<file path="config.mk">
export PLATFORM = sky130hd
export DESIGN_NAME = reloading_irq_cycle_counter
export DESIGN_NICKNAME = d
export VERILOG_FILES = /design/src/design/rirq_pkg.sv /design/src/design/rirq_in_stage.sv /design/src/design/rirq_core.sv /design/src/design/reloading_irq_cycle_counter.sv
export SDC_FILE = /design/constraint.sdc
export NUM_CORES = 1
export LEC_CHECK = 0
export ABC_AREA = 1
export BUFFER_PORTS_ARGS = -buffer_cell sky130_fd_sc_hd__buf_4
export CORE_ASPECT_RATIO = 0.9
export CORE_MARGIN = 4
export CORE_UTILIZATION = 55
export DETAILED_ROUTE_END_ITERATION = 12
export GPL_ROUTABILITY_DRIVEN = 1
export PLACE_DENSITY = 0.84
export SLEW_MARGIN = 20
export SYNTH_ARGS = -nofsm -noshare
export SYNTH_HDL_FRONTEND = slang
export SYNTH_SLANG_ARGS = --single-unit
</file>
<file path="constraint.sdc">
create_clock -name clk -period 3.8 [get_ports clk]
set_clock_uncertainty 0.15 [all_clocks]
set_input_delay 0.19 -clock clk [delete_from_list [all_inputs] [get_ports clk]]
set_output_delay 0.19 -clock clk [all_outputs]
set_load 0.01 [all_outputs]
</file>
<file path="src/design/rirq_pkg.sv">
// Package with the item type, register codes and control bit positions of the counter.
`timescale 1ns / 1ps
`default_nettype none

package rirq_pkg;

    localparam int CountWidth  = 16;
    localparam int NibbleWidth = 4;
    localparam int SelWidth    = 3;
    localparam int DataWidth   = 8;
    localparam int CtrlWidth   = 3;

    localparam logic [SelWidth-1:0] REG_NIB0 = 3'd0;
    localparam logic [SelWidth-1:0] REG_NIB1 = 3'd1;
    localparam logic [SelWidth-1:0] REG_NIB2 = 3'd2;
    localparam logic [SelWidth-1:0] REG_NIB3 = 3'd3;
    localparam logic [SelWidth-1:0] REG_CTRL = 3'd4;
    localparam logic [SelWidth-1:0] REG_ACK  = 3'd5;

    localparam logic FUNC_TICK  = 1'b0;
    localparam logic FUNC_WRITE = 1'b1;

    localparam int CTRL_ACK_ENABLE = 0;
    localparam int CTRL_ENABLE     = 1;
    localparam int CTRL_MODE8      = 2;

    typedef struct packed {
        logic                 func;
        logic [SelWidth-1:0]  reg_select;
        logic [DataWidth-1:0] write_data;
    } item_t;

endpackage

`default_nettype wire

</file>
<file path="src/design/rirq_in_stage.sv">
// Input register of the counter: holds one accepted item until the state update takes it.
`timescale 1ns / 1ps
`default_nettype none

module rirq_in_stage (
    input  wire logic           clk,
    input  wire logic           rst_n,
    input  wire logic           in_valid,
    output logic                in_ready,
    input  wire rirq_pkg::item_t in_item,
    output logic                item_valid,
    input  wire logic           item_take,
    output rirq_pkg::item_t     item
);

    logic            valid_reg;
    logic            valid_next;
    rirq_pkg::item_t item_reg;

    assign in_ready   = !valid_reg || item_take;
    assign valid_next = (in_valid && in_ready) || (valid_reg && !item_take);

    always_ff @(posedge clk or negedge rst_n)
    begin
        if (!rst_n)
        begin
            valid_reg <= 1'b0;
        end
        else
        begin
            valid_reg <= valid_next;
        end
    end

    always_ff @(posedge clk)
    begin
        if (in_valid && in_ready)
        begin
            item_reg <= in_item;
        end
    end

    assign item_valid = valid_reg;
    assign item       = item_reg;

endmodule

`default_nettype wire

</file>
<file path="src/design/rirq_core.sv">
// Counter state and its update for one item: reload nibbles, control, acknowledge and tick.
`timescale 1ns / 1ps
`default_nettype none

module rirq_core (
    input  wire logic            clk,
    input  wire logic            rst_n,
    input  wire logic            item_fire,
    input  wire rirq_pkg::item_t item,
    output logic                 irq_next
);

    logic [rirq_pkg::CountWidth-1:0] reload_reg;
    logic [rirq_pkg::CountWidth-1:0] reload_next;
    logic [rirq_pkg::CountWidth-1:0] count_reg;
    logic [rirq_pkg::CountWidth-1:0] count_next;
    logic [rirq_pkg::CtrlWidth-1:0]  ctrl_reg;
    logic [rirq_pkg::CtrlWidth-1:0]  ctrl_next;
    logic                            irq_reg;
    logic                            irq_calc;
    logic [rirq_pkg::NibbleWidth-1:0] nib;
    logic                            at_top;

    assign nib = item.write_data[rirq_pkg::NibbleWidth-1:0];

    // The counter matches when every bit under the selected mask is one.
    assign at_top = ctrl_reg[rirq_pkg::CTRL_MODE8] ? (&count_reg[7:0]) : (&count_reg);

    always_comb
    begin
        reload_next = reload_reg;
        count_next  = count_reg;
        ctrl_next   = ctrl_reg;
        irq_calc    = irq_reg;
        if (item.func == rirq_pkg::FUNC_WRITE)
        begin
            unique case (item.reg_select)
                rirq_pkg::REG_NIB0: reload_next[3:0]   = nib;
                rirq_pkg::REG_NIB1: reload_next[7:4]   = nib;
                rirq_pkg::REG_NIB2: reload_next[11:8]  = nib;
                rirq_pkg::REG_NIB3: reload_next[15:12] = nib;
                rirq_pkg::REG_CTRL:
                begin
                    ctrl_next = item.write_data[rirq_pkg::CtrlWidth-1:0];
                    if (ctrl_next[rirq_pkg::CTRL_ENABLE])
                    begin
                        count_next = reload_reg;
                    end
                    irq_calc = 1'b0;
                end
                rirq_pkg::REG_ACK:
                begin
                    ctrl_next[rirq_pkg::CTRL_ENABLE] = ctrl_reg[rirq_pkg::CTRL_ACK_ENABLE];
                    irq_calc = 1'b0;
                end
                default:
                begin
                    reload_next = reload_reg;
                end
            endcase
        end
        else if (ctrl_reg[rirq_pkg::CTRL_ENABLE])
        begin
            if (at_top)
            begin
                count_next = reload_reg;
                irq_calc   = 1'b1;
            end
            else
            begin
                count_next = count_reg + 16'd1;
            end
        end
    end

    always_ff @(posedge clk or negedge rst_n)
    begin
        if (!rst_n)
        begin
            reload_reg <= '0;
            count_reg  <= '0;
            ctrl_reg   <= '0;
            irq_reg    <= 1'b0;
        end
        else if (item_fire)
        begin
            reload_reg <= reload_next;
            count_reg  <= count_next;
            ctrl_reg   <= ctrl_next;
            irq_reg    <= irq_calc;
        end
    end

    assign irq_next = irq_calc;

endmodule

`default_nettype wire

</file>
<file path="src/design/reloading_irq_cycle_counter.sv">
// Top level of the reloading IRQ cycle counter: input register, state update, result register.
// An accepted item passes the input register, then the result register. Throughput: one item
// per cycle unless the output stalls; the state update is a single 16-bit increment and compare.
// The result register lets a new item enter while a finished result still waits.
// Reset (rst_n low, asynchronous): counter, reload value, control bits and IRQ clear,
// and both the input and the result register become empty.
`timescale 1ns / 1ps
`default_nettype none

module reloading_irq_cycle_counter (
    input  wire logic        clk,
    input  wire logic        rst_n,
    input  wire logic        s_axis_tvalid,
    output logic             s_axis_tready,
    input  wire logic [15:0] s_axis_tdata,  // [2:0] reg_select, [10:3] write_data, rest zero
    input  wire logic [0:0]  s_axis_tuser,  // [0] func
    output logic             m_axis_tvalid,
    input  wire logic        m_axis_tready,
    output logic [7:0]       m_axis_tdata   // [0] irq_active, rest zero
);

    rirq_pkg::item_t in_item;
    rirq_pkg::item_t item;
    logic            item_valid;
    logic            item_take;
    logic            irq_next;
    logic            out_valid_reg;
    logic            out_valid_next;
    logic            irq_out_reg;

    assign in_item.func       = s_axis_tuser[0];
    assign in_item.reg_select = s_axis_tdata[2:0];
    assign in_item.write_data = s_axis_tdata[10:3];

    assign item_take = item_valid && (!out_valid_reg || m_axis_tready);

    rirq_in_stage u_in_stage (
        .clk        (clk),
        .rst_n      (rst_n),
        .in_valid   (s_axis_tvalid),
        .in_ready   (s_axis_tready),
        .in_item    (in_item),
        .item_valid (item_valid),
        .item_take  (item_take),
        .item       (item)
    );

    rirq_core u_core (
        .clk       (clk),
        .rst_n     (rst_n),
        .item_fire (item_take),
        .item      (item),
        .irq_next  (irq_next)
    );

    assign out_valid_next = item_take || (out_valid_reg && !m_axis_tready);

    always_ff @(posedge clk or negedge rst_n)
    begin
        if (!rst_n)
        begin
            out_valid_reg <= 1'b0;
        end
        else
        begin
            out_valid_reg <= out_valid_next;
        end
    end

    always_ff @(posedge clk)
    begin
        if (item_take)
        begin
            irq_out_reg <= irq_next;
        end
    end

    assign m_axis_tvalid = out_valid_reg;
    assign m_axis_tdata  = {7'd0, irq_out_reg};

endmodule

`default_nettype wire

</file>
### Word-level counts from Yosys, hierarchy flattened

Cells that the tools add are included.

| cells by class | value |
|---|---|
| add/sub/neg operators | 1 |
| eq/ne operators | 7 |
| multiplexer cells | 11 |
| reductions and logical operators | 25 |

Operators with widths:

| cell | count |
|---|---|
| 2-to-1 mux 16 bit | 5 |
| AND reduction 3 bit | 6 |
| adder 16 x 1 -> 16 bit, second input constant | 1 |
| AND reduction 16 bit | 1 |
| AND reduction 8 bit | 1 |
| == test 3 x 2 -> 1 bit, second input constant | 2 |
| == test 3 bit, second input constant | 2 |
| 2-to-1 mux 1 bit | 5 |
| logical AND 1 bit | 4 |
| logical NOT 1 bit | 4 |
| logical OR 1 bit | 4 |
| AND reduction 4 bit | 1 |
| nonzero test 2 bit | 2 |
| == test 3 x 1 -> 1 bit, second input constant | 1 |
| logical NOT 3 bit | 1 |
| inequality test 2 x 1 -> 1 bit, second input constant | 1 |
| inequality test 2 bit, second input constant | 1 |
| one-hot mux 1 bit (2 select lines) | 1 |
| OR reduction 2 bit | 1 |

| word-level totals | value |
|---|---|
| register bits after elaboration | 47 |
| input bits | 21 |
| output and inout port bits | 10 |
| word-level logic and storage cells | 58 |

### Depth between registers and ports, before layout

| depth | value |
|---|---|
| depth after elaboration | 6 |
| gate-level depth with buffers | 11 |
| mapped depth without buffers | 11 |

### Modules after synthesis

From an unflattened synthesis, not the netlist that was laid out.

| unflattened totals | value |
|---|---|
| cells, all modules | 323 |
| area, all modules | 2635.0 sq um |

Modules (own cells, without submodules):

| module | times used | cells each | area an instance (sq um) | sequential area each (sq um) |
|---|---|---|---|---|
| rirq_core | 1 | 289 | 2087.0 | 900.9 |
| rirq_in_stage | 1 | 18 | 405.4 | 385.4 |
| reloading_irq_cycle_counter | 1 | 16 | 142.6 | 55.1 |

### Worst setup path before layout

OpenSTA, ideal clock, no wires.

| timing | value |
|---|---|
| kind | register -> register |
| start | register u_core.count_reg[0] (netlist bit) |
| end | register u_core.count_reg[2] (netlist bit) |
| library setup time | 0.117 ns |
| data arrival time | 1.443 ns |
| required time | 3.533 ns |
| slack | 2.090 ns |
| stages on the path, launching flop included | 12 |
| cell sequence | dfrtp_1 -> ha_1 -> nand2_1 -> nor2_2 -> nand2_1 -> inv_1 -> nand2_1 -> nand2_1 -> buf_4 -> nand2_1 -> nand3_1 -> nand2_1 |

| on the way | value |
|---|---|
| cells in the longest elaborated chain, start to end | 5 |

Ends and longest elaborated chain:

| element | RTL line | RTL |
|---|---|---|
| start, declared | rirq_core.sv:15 | `logic [rirq_pkg::CountWidth-1:0] count_reg;` |
| start signal, assigned | rirq_core.sv:88 | `count_reg <= count_next;` |
| parallel branches: the longest is 2 deep, another holds adder 16 x 1 -> 16 bit | -- |  |
| 2-to-1 mux 16 bit (*) | rirq_core.sv:64 | `if (at_top)` |
| 2-to-1 mux 16 bit (*) | rirq_core.sv:62 | `else if (ctrl_reg[rirq_pkg::CTRL_ENABLE])` |
| 2-to-1 mux 16 bit (*) | rirq_core.sv:35 | `if (item.func == rirq_pkg::FUNC_WRITE)` |

Mark *: on every way between the ends. The select of a mux whose other input is x is not followed.
A chain may end at the register's enable or synchronous reset.

### Worst setup path in the final report

| timing | value |
|---|---|
| start | register u_core.count_reg[0] (netlist bit) |
| end | register u_core.count_reg[15] (netlist bit) |

Same word-level chain as after synthesis.

==> impl_metrics.json <==
{
  "io_buffer_count": 14,
  "setup.worst_path.class": "reg2reg",
  "die-area_sq_mm": 0.00566,
  "rsz0062_at_grt": "no",
  "path_cells": "ha_1 -> nand2_1 -> nor2_2 -> nand2_1 -> inv_1 -> nand2_1 -> nand2_1 -> inv_2 -> nand3_1 -> nand2_1 -> nand2_1",
  "fp.coreArea_sq_mm": 0.00421,
  "timing.fmax_mhz": 409,
  "netlist_instances": 310,
  "irDropWorstVdd_mv": 0.315,
  "crit_slowest_cell": "nand2_1",
  "place_ws_ps": 1400,
  "n_antenna_cell": 0,
  "grt_pass1_vias": 1840,
  "clk_latency_ps": 310,
  "grt_max_degree": 39,
  "synth_area_sq_mm": 0.00249,
  "cts_root_buf": "clkbuf_8",
  "worst_r2r_endpoint": "u_core.count_reg[15]$_DFFE_PN0P_",
  "grt_overflow": 0,
  "drive_gt1_frac": 0.0979,
  "drv_cap": 0,
  "ys_seq_elements": 47,
  "layout_commonest_cell": "nand2_1",
  "p_per_area_mw_per_mm2": 549,
  "slowest_delay_ps": 500,
  "finalSetupTns_ps": 0,
  "worstPathMaxFanout": 21,
  "slew_headroom": 0.561,
  "clkSlewWorstSetupHoldPaths_ps": 90,
  "critPathMostFrequentCell": "nand2_1",
  "antenna_found_initial": 0,
  "syn_area_per_cell_sq_um": 8.02,
  "num_rows": 22,
  "syn2layout_area_growth_pct": 12.3,
  "final-hold-violation-count": 0,
  "viasPerCell": 4.90,
  "yosysSeqAreaShare": 0.491,
  "start_util": 0.591,
  "die_h_um": 71.8,
  "r2r_slack_ps": 1350,
  "io_pins": 31,
  "yosys_warnings": 0,
  "drt_wl_total_um": 4670,
  "worst_slack_ps": 1350,
  "finalSetupViolCount": 0,
  "power_leakage_nw": 1.33,
  "hold_path_class": "in2async",
  "first_pass_iters": 4,
  "dp_hpwl_um": 3240,
  "cts_resized": 0,
  "grt_pass1_wl_um": 8180,
  "outcome": "completed",
  "nets": 358,
  "final.min_clock_period_ps": 2450,
  "gp_congestion": 0.864,
  "cp-end-kind": "flip-flop",
  "path_delay_family": "simple AND/OR/NAND/NOR gates",
  "final_cell_mix": "nand2_1 (114), inv_1 (39), dfrtp_1 (38)",
  "die_width_um": 78.9,
  "grt_usage": 0.183,
  "drv_slew": 0,
  "placed_area_sq_mm": 0.00259,
  "cts-buffers-inserted": 5,
  "fin_crit_sh": 0.644,
  "ys_types": 26,
  "final_cell_area_sq_mm": 0.00279,
  "r2r_start": "u_core.count_reg[0]$_DFFE_PN0P_",
  "routed-via-count": 1946,
  "route.detailed.drc": 0,
  "critPathBufInv": 2,
  "detail-route-antenna-nets": 0,
  "cts_tree": "done",
  "cp-start-kind": "flip-flop",
  "worst_pin_slew_ps": 657,
  "drtIter0Drc": 174,
  "reg2reg_depth": 11,
  "critPathArrivalTime_ps": 2540,
  "cts_max_level": 2,
  "cts_num_sinks": 47,
  "ctsLongestPathBuffers": 2,
  "critPathRequiredTime_ps": 3900,
  "avgRoutedWirePerCell_um": 11.8
}
==> timing repair <==
item,CTS,global route
setup buffers,0,0
hold buffers,11,0
hold endpoints to repair,48,0
==> power breakdown <==
part           internal, mW  total [mW]  switching [mW]
combinational         0.174       0.418           0.244
sequential            0.669       0.806           0.137
clock                 0.132       0.310           0.178
==> worst register-to-register path: cells and delay by family (launching register included) <==
kind          cells  cell delay [ps]
simple gates      8             1260
flops             1              420
buf+inv           2              350
fa+ha+maj         1              210
==> cell type report <==
cell class	count	area, sq um
clock buffers	6	72.6
clock inverters	2	16.3
fillers	354	1420
inverters	41	159
multi-input cells	216	1030
flip-flops and latches	47	1220
well taps	60	75.1
repair buffers	25	215
==> synthesized netlist by cell type (all sizes together) <==
library cell / number / area [sq um]
o21ai: 24 / 120
nand4: 7 / 43.8
clkinv: 1 / 8.76
nand2: 117 / 452
nor4: 4 / 85.1
dfrtp: 38 / 951
edfxtp: 9 / 270
xor2: 2 / 17.5
conb: 1 / 3.75
nor2: 21 / 83.8
a21oi: 3 / 15.0
xnor2: 5 / 43.8
ha: 1 / 12.5
mux2: 1 / 11.3
o22ai: 1 / 6.26
nand3b: 1 / 7.51
inv: 40 / 150
buf: 12 / 95.1
nand3: 22 / 110
==> per-layer routing <==
metal | part of all wire | global-route usage
met2 | 0.47 | 0.294
met1 | 0.47 | 0.248
met3 | 0.042 | 0.0352
met4 | 0.016 | 0.0649
met5 | 0 | 0
==> per-stage QoR <==
stage | total power [mW] | hold slack (ps) | utilization | instances
floorplan | 1.12 | -256 | - | 316
global placement | 1.20 | 29.2 | 0.616 | 378
detailed placement | 1.22 | 35.1 | 0.616 | 378
CTS | 1.54 | 246 | 0.663 | 397
global route | 1.65 | 266 | 0.663 | 397
finish | 1.53 | 231 | 0.663 | 397
==> kinds of logic after synthesis <==
group                      synth area share
AOI/OAI and AO/OA                    0.0568
DFF                                   0.491
adders and majority gates           0.00503
xor gates and xnor gates             0.0246
muxes                               0.00453
and+or+nand+nor                       0.314
buffers and inverters                 0.102
other                               0.00151
==> worst max path at each step <==
stage	cells after the start	startpoint	endpoint	slack [ps]
floorplan	11	u_core.count_reg[0]$_DFFE_PN0P_	u_core.count_reg[2]$_DFFE_PN0P_	2090
global placement	11	u_core.count_reg[0]$_DFFE_PN0P_	u_core.count_reg[15]$_DFFE_PN0P_	1450
detailed placement	11	u_core.count_reg[0]$_DFFE_PN0P_	u_core.count_reg[15]$_DFFE_PN0P_	1400
CTS	11	u_core.count_reg[0]$_DFFE_PN0P_	u_core.count_reg[15]$_DFFE_PN0P_	1360
global route	11	u_core.count_reg[0]$_DFFE_PN0P_	u_core.count_reg[5]$_DFFE_PN0P_	1110
finish	11	u_core.count_reg[0]$_DFFE_PN0P_	u_core.count_reg[15]$_DFFE_PN0P_	1350
(Power assumes the default switching activity.)
